`src/hw/rtl/sha1md_pkg.sv`:
```
// sha1md_pkg: constants, command/status structs and round functions
// for the sha-1 digest engine; no dependencies
`timescale 1ns / 1ps

package sha1md_pkg;

   localparam int BLOCK_BYTES  = 64;
   localparam int CNT_W        = $clog2(BLOCK_BYTES);
   localparam int WORDS        = BLOCK_BYTES / 4;
   localparam int ROUNDS       = 80;
   localparam int ROUND_W      = $clog2(ROUNDS);
   localparam int DIGEST_WORDS = 5;
   localparam int IDX_W        = $clog2(DIGEST_WORDS);
   localparam int LEN_W        = 64;
   localparam int LEN_BYTES    = LEN_W / 8;
   localparam int LIDX_W       = $clog2(LEN_BYTES);
   localparam int LEN_POS      = BLOCK_BYTES - LEN_BYTES;

   localparam logic [7:0] PAD_MARK = 8'h80;

   // source of the byte written into the block buffer
   typedef enum logic [1:0] {
      BYTE_DATA = 2'd0,
      BYTE_MARK = 2'd1,
      BYTE_ZERO = 2'd2,
      BYTE_LEN  = 2'd3
   } byte_sel_type;

   // round group: function and constant
   typedef enum logic [1:0] {
      PH_CHOOSE = 2'd0,
      PH_PARITY = 2'd1,
      PH_MAJOR  = 2'd2,
      PH_LAST   = 2'd3
   } phase_type;

   typedef struct packed {
      logic                write_byte;
      byte_sel_type        byte_sel;
      logic                len_add8;
      logic                start_block;
      logic                round_en;
      phase_type           phase;
      logic                fold;
      logic                load_out;
      logic [IDX_W-1:0]    out_index;
      logic                restart;
   } cmd_type;

   typedef struct packed {
      logic out_free;
   } status_type;

   function automatic logic [31:0] init_word(input logic [IDX_W-1:0] idx);
      logic [31:0] w;
      case (idx)
         3'd0:    w = 32'h67452301;
         3'd1:    w = 32'hEFCDAB89;
         3'd2:    w = 32'h98BADCFE;
         3'd3:    w = 32'h10325476;
         default: w = 32'hC3D2E1F0;
      endcase
      return w;
   endfunction

   function automatic logic [31:0] round_k(input phase_type ph);
      logic [31:0] k;
      case (ph)
         PH_CHOOSE: k = 32'h5A827999;
         PH_PARITY: k = 32'h6ED9EBA1;
         PH_MAJOR:  k = 32'h8F1BBCDC;
         default:   k = 32'hCA62C1D6;
      endcase
      return k;
   endfunction

   function automatic logic [31:0] round_f(input phase_type ph, input logic [31:0] b,
                                           input logic [31:0] c, input logic [31:0] d);
      logic [31:0] f;
      case (ph)
         PH_CHOOSE: f = (b & c) | (~b & d);
         PH_MAJOR:  f = (b & c) | (b & d) | (c & d);
         default:   f = b ^ c ^ d;
      endcase
      return f;
   endfunction

   function automatic logic [31:0] rotl(input logic [31:0] v, input int unsigned s);
      return (v << s) | (v >> (32 - s));
   endfunction

endpackage

```
`src/hw/rtl/sha1md_if.sv`:
```
// sha1md_req_if / sha1md_rsp_if: valid/ready channels of the digest engine
// depends on nothing
`timescale 1ns / 1ps

interface sha1md_req_if;
   logic       valid;
   logic       ready;
   logic [7:0] data_byte;
   logic       has_byte;
   logic       last_byte;

   modport source (output valid, output data_byte, output has_byte, output last_byte,
                   input ready);
   modport sink   (input valid, input data_byte, input has_byte, input last_byte,
                   output ready);
endinterface

interface sha1md_rsp_if;
   logic        valid;
   logic        ready;
   logic [31:0] digest_word;
   logic [2:0]  word_index;
   logic        last_word;

   modport source (output valid, output digest_word, output word_index, output last_word,
                   input ready);
   modport sink   (input valid, input digest_word, input word_index, input last_word,
                   output ready);
endinterface

```
`src/hw/rtl/sha1md_datapath.sv`:
```
// sha1md_datapath: block buffer / schedule window, round unit, chaining words,
// bit length and output word register; uses sha1md_pkg
`timescale 1ns / 1ps

module sha1md_datapath
   import sha1md_pkg::*;
(
   input  logic        clock,
   input  logic        reset,
   input  cmd_type     cmd,
   output status_type  status,
   input  logic [7:0]  data_byte,
   input  logic        rsp_ready,
   output logic        rsp_valid,
   output logic [31:0] rsp_digest_word,
   output logic [2:0]  rsp_word_index,
   output logic        rsp_last_word
);

   logic [31:0]      sched_ff [WORDS];
   logic [31:0]      sched_in [WORDS];
   logic [31:0]      work_ff  [DIGEST_WORDS];
   logic [31:0]      work_in  [DIGEST_WORDS];
   logic [31:0]      chain_ff [DIGEST_WORDS];
   logic [31:0]      chain_in [DIGEST_WORDS];
   logic [LEN_W-1:0] len_ff, len_in;
   logic             out_valid_ff, out_valid_in;
   logic [31:0]      out_word_ff, out_word_in;
   logic [IDX_W-1:0] out_index_ff, out_index_in;
   logic             out_last_ff, out_last_in;
   logic [7:0]       wr_byte;
   logic [31:0]      sched_new;
   logic [31:0]      temp;

   // byte written into the buffer
   always_comb begin
      case (cmd.byte_sel)
         BYTE_DATA: wr_byte = data_byte;
         BYTE_MARK: wr_byte = PAD_MARK;
         BYTE_LEN:  wr_byte = len_ff[LEN_W-1 -: 8];
         default:   wr_byte = 8'h00;
      endcase
   end

   // buffer shifts in bytes; during rounds it slides as the schedule window
   assign sched_new = rotl(sched_ff[13] ^ sched_ff[8] ^ sched_ff[2] ^ sched_ff[0], 1);

   always_comb begin
      for (int i = 0; i < WORDS; i++) begin
         sched_in[i] = sched_ff[i];
      end
      if (cmd.write_byte) begin
         for (int i = 0; i < WORDS - 1; i++) begin
            sched_in[i] = {sched_ff[i][23:0], sched_ff[i+1][31:24]};
         end
         sched_in[WORDS-1] = {sched_ff[WORDS-1][23:0], wr_byte};
      end else if (cmd.round_en) begin
         for (int i = 0; i < WORDS - 1; i++) begin
            sched_in[i] = sched_ff[i+1];
         end
         sched_in[WORDS-1] = sched_new;
      end
   end

   always_ff @(posedge clock) begin
      for (int i = 0; i < WORDS; i++) begin
         sched_ff[i] <= sched_in[i];
      end
   end

   // one compression round per cycle
   assign temp = rotl(work_ff[0], 5) + round_f(cmd.phase, work_ff[1], work_ff[2], work_ff[3])
               + work_ff[4] + round_k(cmd.phase) + sched_ff[0];

   always_comb begin
      for (int i = 0; i < DIGEST_WORDS; i++) begin
         work_in[i] = work_ff[i];
      end
      if (cmd.start_block) begin
         for (int i = 0; i < DIGEST_WORDS; i++) begin
            work_in[i] = chain_ff[i];
         end
      end else if (cmd.round_en) begin
         work_in[0] = temp;
         work_in[1] = work_ff[0];
         work_in[2] = rotl(work_ff[1], 30);
         work_in[3] = work_ff[2];
         work_in[4] = work_ff[3];
      end
   end

   always_ff @(posedge clock) begin
      for (int i = 0; i < DIGEST_WORDS; i++) begin
         work_ff[i] <= work_in[i];
      end
   end

   // chaining words: fold after a block, back to initial values after a digest
   always_comb begin
      for (int i = 0; i < DIGEST_WORDS; i++) begin
         chain_in[i] = chain_ff[i];
         if (cmd.restart) begin
            chain_in[i] = init_word(IDX_W'(i));
         end else if (cmd.fold) begin
            chain_in[i] = chain_ff[i] + work_ff[i];
         end
      end
   end

   always_ff @(posedge clock) begin
      for (int i = 0; i < DIGEST_WORDS; i++) begin
         if (reset) begin
            chain_ff[i] <= init_word(IDX_W'(i));
         end else begin
            chain_ff[i] <= chain_in[i];
         end
      end
   end

   // message bit length, shifted out a byte at a time during padding
   always_comb begin
      len_in = len_ff;
      if (cmd.restart) begin
         len_in = '0;
      end else if (cmd.len_add8) begin
         len_in = len_ff + LEN_W'(8);
      end else if (cmd.write_byte && cmd.byte_sel == BYTE_LEN) begin
         len_in = {len_ff[LEN_W-9:0], 8'h00};
      end
   end

   always_ff @(posedge clock) begin
      if (reset) begin
         len_ff <= '0;
      end else begin
         len_ff <= len_in;
      end
   end

   // output word register
   assign status.out_free = !out_valid_ff || rsp_ready;

   always_comb begin
      out_valid_in = out_valid_ff && !rsp_ready;
      out_word_in  = out_word_ff;
      out_index_in = out_index_ff;
      out_last_in  = out_last_ff;
      if (cmd.load_out) begin
         out_valid_in = 1'b1;
         out_word_in  = chain_ff[cmd.out_index];
         out_index_in = cmd.out_index;
         out_last_in  = (cmd.out_index == IDX_W'(DIGEST_WORDS - 1));
      end
   end

   always_ff @(posedge clock) begin
      if (reset) begin
         out_valid_ff <= 1'b0;
      end else begin
         out_valid_ff <= out_valid_in;
      end
      out_word_ff  <= out_word_in;
      out_index_ff <= out_index_in;
      out_last_ff  <= out_last_in;
   end

   assign rsp_valid       = out_valid_ff;
   assign rsp_digest_word = out_word_ff;
   assign rsp_word_index  = out_index_ff;
   assign rsp_last_word   = out_last_ff;

endmodule

```
`src/hw/rtl/sha1md_ctrl.sv`:
```
// sha1md_ctrl: sequencer for byte intake, compression rounds, padding and
// digest output; uses sha1md_pkg
`timescale 1ns / 1ps

module sha1md_ctrl
   import sha1md_pkg::*;
(
   input  logic       clock,
   input  logic       reset,
   input  logic       req_valid,
   output logic       req_ready,
   input  logic       req_has_byte,
   input  logic       req_last_byte,
   input  status_type status,
   output cmd_type    cmd
);

   typedef enum logic [4:0] {
      ST_IDLE     = 5'b00001,
      ST_COMPRESS = 5'b00010,
      ST_FOLD     = 5'b00100,
      ST_PAD      = 5'b01000,
      ST_EMIT     = 5'b10000
   } state_type;

   state_type          state_ff, state_in;
   logic [CNT_W-1:0]   count_ff, count_in;
   logic [ROUND_W-1:0] round_ff, round_in;
   logic [IDX_W-1:0]   widx_ff, widx_in;
   logic [LIDX_W-1:0]  lidx_ff, lidx_in;
   byte_sel_type       pad_ff, pad_in;
   logic               finishing_ff, finishing_in;
   logic               len_done_ff, len_done_in;
   logic               block_full;

   assign block_full = (count_ff == CNT_W'(BLOCK_BYTES - 1));

   // next state and commands
   always_comb begin
      state_in     = state_ff;
      count_in     = count_ff;
      round_in     = round_ff;
      widx_in      = widx_ff;
      lidx_in      = lidx_ff;
      pad_in       = pad_ff;
      finishing_in = finishing_ff;
      len_done_in  = len_done_ff;
      cmd          = '0;
      cmd.byte_sel = BYTE_DATA;
      cmd.phase    = PH_CHOOSE;
      req_ready    = 1'b0;

      if (round_ff < ROUND_W'(20)) begin
         cmd.phase = PH_CHOOSE;
      end else if (round_ff < ROUND_W'(40)) begin
         cmd.phase = PH_PARITY;
      end else if (round_ff < ROUND_W'(60)) begin
         cmd.phase = PH_MAJOR;
      end else begin
         cmd.phase = PH_LAST;
      end

      case (state_ff)
         ST_IDLE: begin
            req_ready = 1'b1;
            if (req_valid) begin
               finishing_in = req_last_byte;
               pad_in       = BYTE_MARK;
               lidx_in      = '0;
               len_done_in  = 1'b0;
               if (req_has_byte) begin
                  cmd.write_byte = 1'b1;
                  cmd.byte_sel   = BYTE_DATA;
                  cmd.len_add8   = 1'b1;
               end
               if (req_has_byte && block_full) begin
                  cmd.start_block = 1'b1;
                  round_in        = '0;
                  state_in        = ST_COMPRESS;
               end else if (req_last_byte) begin
                  state_in = ST_PAD;
               end
            end
         end
         ST_COMPRESS: begin
            cmd.round_en = 1'b1;
            round_in     = round_ff + ROUND_W'(1);
            if (round_ff == ROUND_W'(ROUNDS - 1)) begin
               state_in = ST_FOLD;
            end
         end
         ST_FOLD: begin
            cmd.fold = 1'b1;
            if (!finishing_ff) begin
               state_in = ST_IDLE;
            end else if (len_done_ff) begin
               widx_in  = '0;
               state_in = ST_EMIT;
            end else begin
               state_in = ST_PAD;
            end
         end
         ST_PAD: begin
            cmd.write_byte = 1'b1;
            cmd.byte_sel   = pad_ff;
            if (pad_ff == BYTE_LEN) begin
               lidx_in = lidx_ff + LIDX_W'(1);
               if (lidx_ff == LIDX_W'(LEN_BYTES - 1)) begin
                  len_done_in = 1'b1;
               end
            end else if (count_ff == CNT_W'(LEN_POS - 1)) begin
               pad_in = BYTE_LEN;
            end else begin
               pad_in = BYTE_ZERO;
            end
            if (block_full) begin
               cmd.start_block = 1'b1;
               round_in        = '0;
               state_in        = ST_COMPRESS;
            end
         end
         ST_EMIT: begin
            if (status.out_free) begin
               cmd.load_out  = 1'b1;
               cmd.out_index = widx_ff;
               widx_in       = widx_ff + IDX_W'(1);
               if (widx_ff == IDX_W'(DIGEST_WORDS - 1)) begin
                  cmd.restart  = 1'b1;
                  finishing_in = 1'b0;
                  state_in     = ST_IDLE;
               end
            end
         end
         default: begin
            state_in = ST_IDLE;
         end
      endcase

      // bytes held in the block buffer
      if (cmd.restart) begin
         count_in = '0;
      end else if (cmd.write_byte) begin
         count_in = count_ff + CNT_W'(1);
      end
   end

   always_ff @(posedge clock) begin
      if (reset) begin
         state_ff     <= ST_IDLE;
         count_ff     <= '0;
         round_ff     <= '0;
         widx_ff      <= '0;
         lidx_ff      <= '0;
         pad_ff       <= BYTE_MARK;
         finishing_ff <= 1'b0;
         len_done_ff  <= 1'b0;
      end else begin
         state_ff     <= state_in;
         count_ff     <= count_in;
         round_ff     <= round_in;
         widx_ff      <= widx_in;
         lidx_ff      <= lidx_in;
         pad_ff       <= pad_in;
         finishing_ff <= finishing_in;
         len_done_ff  <= len_done_in;
      end
   end

endmodule

```
`src/hw/rtl/sha1_message_digest.sv`:
```
// sha1_message_digest: streaming sha-1 engine, top level
// depends on sha1md_pkg, sha1md_if, sha1md_ctrl, sha1md_datapath
//
//   channel  dir  payload                                  word accepted when
//   req_ch   in   data_byte[7:0] has_byte last_byte        valid && ready
//   rsp_ch   out  digest_word[31:0] word_index[2:0]        valid && ready
//                 last_word
//
// a word that neither fills a 64-byte block nor is a last word is taken with req_ch
// kept ready; the word that fills a block loads it, then the single round unit runs
// all rounds and the block is folded; a last word adds its padding bytes (9 to 72,
// above 64 over two blocks) and the rounds and fold of each padded block, then five
// digest words, one a cycle while rsp_ch is ready; reset is synchronous, and req_ch
// is ready in the cycle after reset drops; a stalled rsp_ch holds the digest sequence;
// the last digest word waits in the output register while req_ch takes the next word
`timescale 1ns / 1ps

module sha1_message_digest
   import sha1md_pkg::*;
(
   input  logic clock,
   input  logic reset,
   sha1md_req_if.sink   req_ch,
   sha1md_rsp_if.source rsp_ch
);

   cmd_type    cmd;
   status_type status;

   // sequencer
   sha1md_ctrl u_ctrl (
      .clock         (clock),
      .reset         (reset),
      .req_valid     (req_ch.valid),
      .req_ready     (req_ch.ready),
      .req_has_byte  (req_ch.has_byte),
      .req_last_byte (req_ch.last_byte),
      .status        (status),
      .cmd           (cmd)
   );

   // buffer, rounds and output register
   sha1md_datapath u_datapath (
      .clock           (clock),
      .reset           (reset),
      .cmd             (cmd),
      .status          (status),
      .data_byte       (req_ch.data_byte),
      .rsp_ready       (rsp_ch.ready),
      .rsp_valid       (rsp_ch.valid),
      .rsp_digest_word (rsp_ch.digest_word),
      .rsp_word_index  (rsp_ch.word_index),
      .rsp_last_word   (rsp_ch.last_word)
   );

endmodule

```
`src/flat_wrapper.sv`:
```
// flat-port wrapper written by rule: the top's interface ports become plain ports
module sha1_message_digest_flat import sha1md_pkg::*;
  (clock, reset, req_ch_valid, req_ch_data_byte, req_ch_has_byte, req_ch_last_byte, req_ch_ready, rsp_ch_valid, rsp_ch_digest_word, rsp_ch_word_index, rsp_ch_last_word, rsp_ch_ready);
  sha1md_req_if req_ch_i ();
  sha1md_rsp_if rsp_ch_i ();
  input  logic clock;
  input  logic reset;
  input wire logic [$bits(req_ch_i.valid)-1:0] req_ch_valid;
  input wire logic [$bits(req_ch_i.data_byte)-1:0] req_ch_data_byte;
  input wire logic [$bits(req_ch_i.has_byte)-1:0] req_ch_has_byte;
  input wire logic [$bits(req_ch_i.last_byte)-1:0] req_ch_last_byte;
  output wire logic [$bits(req_ch_i.ready)-1:0] req_ch_ready;
  output wire logic [$bits(rsp_ch_i.valid)-1:0] rsp_ch_valid;
  output wire logic [$bits(rsp_ch_i.digest_word)-1:0] rsp_ch_digest_word;
  output wire logic [$bits(rsp_ch_i.word_index)-1:0] rsp_ch_word_index;
  output wire logic [$bits(rsp_ch_i.last_word)-1:0] rsp_ch_last_word;
  input wire logic [$bits(rsp_ch_i.ready)-1:0] rsp_ch_ready;
  assign req_ch_i.valid = req_ch_valid;
  assign req_ch_i.data_byte = req_ch_data_byte;
  assign req_ch_i.has_byte = req_ch_has_byte;
  assign req_ch_i.last_byte = req_ch_last_byte;
  assign req_ch_ready = req_ch_i.ready;
  assign rsp_ch_valid = rsp_ch_i.valid;
  assign rsp_ch_digest_word = rsp_ch_i.digest_word;
  assign rsp_ch_word_index = rsp_ch_i.word_index;
  assign rsp_ch_last_word = rsp_ch_i.last_word;
  assign rsp_ch_i.ready = rsp_ch_ready;
  sha1_message_digest u_core (.clock(clock), .reset(reset), .req_ch(req_ch_i), .rsp_ch(rsp_ch_i));
endmodule
```
`config.mk`:
```
export PLATFORM = sky130hd
export DESIGN_NAME = sha1_message_digest_flat
export DESIGN_NICKNAME = d
export VERILOG_FILES = /design/src/hw/rtl/sha1md_pkg.sv /design/src/hw/rtl/sha1md_if.sv /design/src/hw/rtl/sha1md_datapath.sv /design/src/hw/rtl/sha1md_ctrl.sv /design/src/hw/rtl/sha1_message_digest.sv /design/src/flat_wrapper.sv
export SDC_FILE = /design/constraint.sdc
export NUM_CORES = 2
export LEC_CHECK = 0
export BUFFER_PORTS_ARGS = -buffer_cell sky130_fd_sc_hd__buf_2
export CORE_AREA = 2 2 305 609
export DETAILED_ROUTE_END_ITERATION = 6
export DIE_AREA = 0 0 307 611
export GPL_ROUTABILITY_DRIVEN = 0
export HOLD_SLACK_MARGIN = 0.15
export PLACE_DENSITY = 0.41
export SLEW_MARGIN = 40
export SYNTH_ARGS = -nofsm -noshare
export SYNTH_HDL_FRONTEND = slang
export SYNTH_SLANG_ARGS = --single-unit
```
`constraint.sdc`:
```
create_clock -name clock -period 20.8 [get_ports clock]
set_input_delay 2.08 -clock clock [delete_from_list [all_inputs] [get_ports clock]]
set_output_delay 2.08 -clock clock [all_outputs]
set_load 0.02 [all_outputs]
```
==> flow_metrics.tcl <==
set metrics [dict create \
    design.core.area_um2 183000 \
    cp.depth 24 \
    cap_violations 0 \
    clkTransAtPathRegs_ns 0.07 \
    r2r-start "u_core.u_ctrl.round_ff[5]" \
    pre_cts_slack_ns 13.08 \
    port_buffers 51 \
    worst_pin_slew_ns 0.841 \
    clk_path_buf_depth 3 \
    cp-start-kind "flop" \
    placementRows 222 \
    cp_max_fo 27 \
    clock_sinks 958 \
    synth_warnings 0 \
    slew_headroom_pct 43.6 \
    clk_latency_ns 0.73 \
    overflow 0 \
    num_vias 41700 \
    cts_resized 0 \
    via_per_inst 4.97 \
    p_comb_share_pct 20.7 \
    setup_viol 0 \
    timing.final.hold_violations 0 \
    start_util_pct 29.9 \
    routedWlPerCell_um 21.5 \
    fin_setup_tns_ns 0 \
    fillers 19000 \
    slew_viol_final 0 \
    hold_class "flop to flop" \
    p_switching_mw 1.84 \
    syn_area_per_cell_um2 9.05 \
    grt_pass1_vias 43100 \
    power_density_nw_per_um2 95.3 \
    use_met1_pct 19.6 \
    reg2reg_depth 24 \
    ir_drop_v 0.0000758 \
    dp_hpwl_mm 131 \
    ant_nets 0 \
    synthCells 6026 \
    synth_nets 6370 \
    required_ns 21.24 \
    finalPower_mw 5.80 \
    critical_path_class "flop to flop" \
    ys.flop_type "edfxtp_1" \
    drt_iter0_drc 2306 \
    fin_ws_ns 12.94 \
    global_route.usage.total_pct 19.0 \
    period_needed_ns 7.86 \
    drcViolationCount 0 \
    cts_hold_buffers 0 \
    die_x_um 307 \
    cts_tree "yes" \
    drive_above_1_share_pct 6.61 \
    synth_seq_cells 958 \
    cts-root-buf "clkbuf_16" \
    finClkSkew_ns 0.0336 \
    antenna_found_initial 8 \
    h-tree-depth 3 \
    syn-cell-area_um2 54600 \
    dieHeight_um 611 \
    critPathTopFamily "adder cells" \
    use_met3_pct 2.00 \
    power_leakage_nw 24.6 \
    netlist_top_cells_area "edfxtp_1, nand2_1, dfxtp_1" \
    ios 52 \
    fin_nets 6293 \
    swShare_pct 31.7 \
    top_usage_layer "met2" \
    use_met2_pct 37.5 \
    worst-endpoint-arrival_ns 8.30 \
    dieArea_um2 188000 \
    clock.fmax_mhz 127 \
    rsz0062_at_grt "no" \
    yosysUniqueCellTypes 99 \
    clkPwrFrac_pct 33.1 \
    syn_to_final_growth_pct 11.5 \
    end_kind "flop" \
    max_stage_delay_ns 0.65 \
    synth.largest_area_cell "edfxtp_1" \
    synthArstFlopShare_pct 0 \
    timing.critical_path.from "u_core.u_ctrl.round_ff[5]" \
    grt_max_degree 121 \
    wl_mm 180 \
    grt_pass1_wl_mm 271 \
    worstPathCellList "inv_1 -> maj3_1 -> a221oi_4 -> buf_4 -> inv_2 -> ha_1 -> fa_1 -> inv_1 -> fa_1 -> fa_1 -> inv_1 -> ha_1 -> inv_1 -> fa_1 -> nor2b_1 -> o21a_1 -> o21ai_1 -> a211oi_1 -> o211ai_1 -> a21oi_1 -> o41ai_2 -> o311ai_1 -> xnor2_1 -> o21ai_0" \
    r2r_slack_ns 12.94 \
    regToRegEndpoint "u_core.u_datapath.work_ff[0][31]" \
    numCtsBuffers 100 \
    synth-seq-area-share_pct 48.1 \
    endpoint "u_core.u_datapath.work_ff[0][31]" \
    pwr-share-seq_pct 46.2 \
    drtPass1Iterations 6 \
    status "finished, final reports clean" \
    synth_top_area_share_pct 39.0 \
    p_int_mw 3.96 \
    worst-path-buf-inv 6 \
    post-route-period-util_pct 37.8 \
    post_cts_buffers 0 \
    synth_edf_count 708 \
    slowest_stage "a211oi_1" \
]
-- per-layer routing --
metal | part of all wire [%] | wire [um]
met1 | 37 | 66200
met2 | 55 | 99900
met3 | 2.7 | 4910
met4 | 5.2 | 9340
met5 | 0.029 | 53
-- worst register-to-register path, cell delays in order (launching register included) --
cell      delay (ns)
dfxtp_1         0.49
inv_1           0.13
maj3_1          0.43
a221oi_4        0.30
buf_4           0.36
inv_2           0.30
ha_1            0.52
fa_1            0.63
inv_1           0.07
fa_1            0.54
fa_1            0.41
inv_1           0.07
ha_1            0.17
inv_1           0.06
fa_1            0.39
nor2b_1         0.15
o21a_1          0.16
o21ai_1         0.14
a211oi_1        0.65
o211ai_1        0.32
a21oi_1         0.51
o41ai_2         0.22
o311ai_1        0.35
xnor2_1         0.15
o21ai_0         0.08
-- placed cells by master, fill, tap and decap left out, types with 47 or more instances in the layout --
cell type	instances
nand2_1	2196
nor2_1	235
dfxtp_1	249
xor2_1	63
xnor2_1	188
clkbuf_16	106
a22oi_1	47
buf_2	51
ha_1	205
edfxtp_1	708
o21ai_0	302
a21oi_1	321
nor3_1	55
fa_1	125
o211ai_1	54
nand3_1	106
inv_1	228
mux2_2	63
a21o_1	83
-- worst min-delay path by stage --
stage	from	to	slack, ns	depth (start not counted)
after floorplan	u_core.u_datapath.len_ff[50]	u_core.u_datapath.len_ff[50]	0.45	2
after global placement	u_core.u_ctrl.round_ff[1]	u_core.u_ctrl.round_ff[1]	0.47	2
after detailed placement	u_core.u_ctrl.round_ff[1]	u_core.u_ctrl.round_ff[1]	0.48	2
after CTS	u_core.u_ctrl.round_ff[1]	u_core.u_ctrl.round_ff[1]	0.49	2
after global routing	u_core.u_datapath.chain_ff[3][8]	u_core.u_datapath.chain_ff[3][8]	0.51	2
final	u_core.u_ctrl.round_ff[1]	u_core.u_ctrl.round_ff[1]	0.48	2
-- registers in the layout, indices dropped and copies added (netlist names) --
register	flops
u_core.u_datapath.sched_ff	512
u_core.u_ctrl.lidx_ff	3
u_core.u_ctrl.count_ff	6
u_core.u_ctrl.len_done_ff	1
u_core.u_datapath.rsp_valid	1
u_core.u_ctrl.state_ff	5
u_core.u_datapath.chain_ff	160
u_core.u_ctrl.round_ff	7
u_core.u_ctrl.pad_ff	2
u_core.u_datapath.len_ff	61
u_core.u_datapath.rsp_last_word	1
u_core.u_datapath.rsp_digest_word	32
u_core.u_datapath.work_ff	160
u_core.u_datapath.rsp_word_index	3
u_core.u_ctrl.widx_ff	3
u_core.u_ctrl.finishing_ff	1
-- power groups by stage --
stage | logic [mW] | registers [mW] | clock network (mW)
final | 1.20 | 2.68 | 1.92
after global placement | 1.21 | 2.73 | 0
after global routing | 1.38 | 2.71 | 2.04
after floorplan | 0.872 | 2.80 | 0
after CTS | 1.24 | 2.69 | 1.99
after detailed placement | 1.23 | 2.73 | 0
-- cell type report --
| type | instances | area [um2] | area share (%) |
|---|---|---|---|
| antenna | 3 | 7.51 | 0.0123 |
| clock buffer | 131 | 2810 | 4.62 |
| clock inverter | 54 | 564 | 0.928 |
| inverter | 229 | 860 | 1.41 |
| multi-input combinational | 4550 | 26400 | 43.5 |
| sequential | 958 | 26300 | 43.2 |
| tap | 2352 | 2940 | 4.84 |
| timing repair buffer | 110 | 927 | 1.52 |
-- cell families after synthesis --
group | Yosys count | share of synthesized area, %
simple gates | 2831 | 21.4
compound gates | 1058 | 11.9
flops | 958 | 48.1
buf+inv | 518 | 3.64
fa+ha+maj | 331 | 9.31
xor+xnor | 252 | 4.05
mux | 78 | 1.58
-- cells in the mapped netlist (9+ instances only) --
cell type and instances:
nor3_1 55, a221o_1 10, edfxtp_1 708, fa_1 125, clkbuf_1 233, nand3_1 107, nand4_1 30, and3_1 34
nand2_1 2203, xor2_1 63, ha_1 205, a311oi_1 10, a22oi_1 47, nor3b_1 10, nor2_1 237, dfxtp_1 250
o21a_1 30, o31ai_1 13, a21o_1 84, nor2b_1 21, or2_2 11, buf_1 25, and4_1 11, a211oi_1 33
o21ai_0 307, mux2_2 63, a21boi_0 9, nor4_1 10, mux2i_1 15, buf_2 29, nand2b_1 30, o21bai_1 16
a31oi_1 31, o211ai_1 54, xnor2_1 189, and2_1 12, o21ai_1 9, a21oi_1 322, inv_1 228
-- through the flow --
stage	cell area, um2	instances	utilization [%]	hold WS [ns]
floorplan	54600	6026	-	0.451
global placement	57200	8191	31.3	0.471
detailed placement	57400	8198	31.4	0.477
CTS	60800	8383	33.3	0.486
global route	60800	8387	33.3	0.512
finish	60800	8387	33.3	0.482
Note: power is estimated with default switching activity, not from simulation.
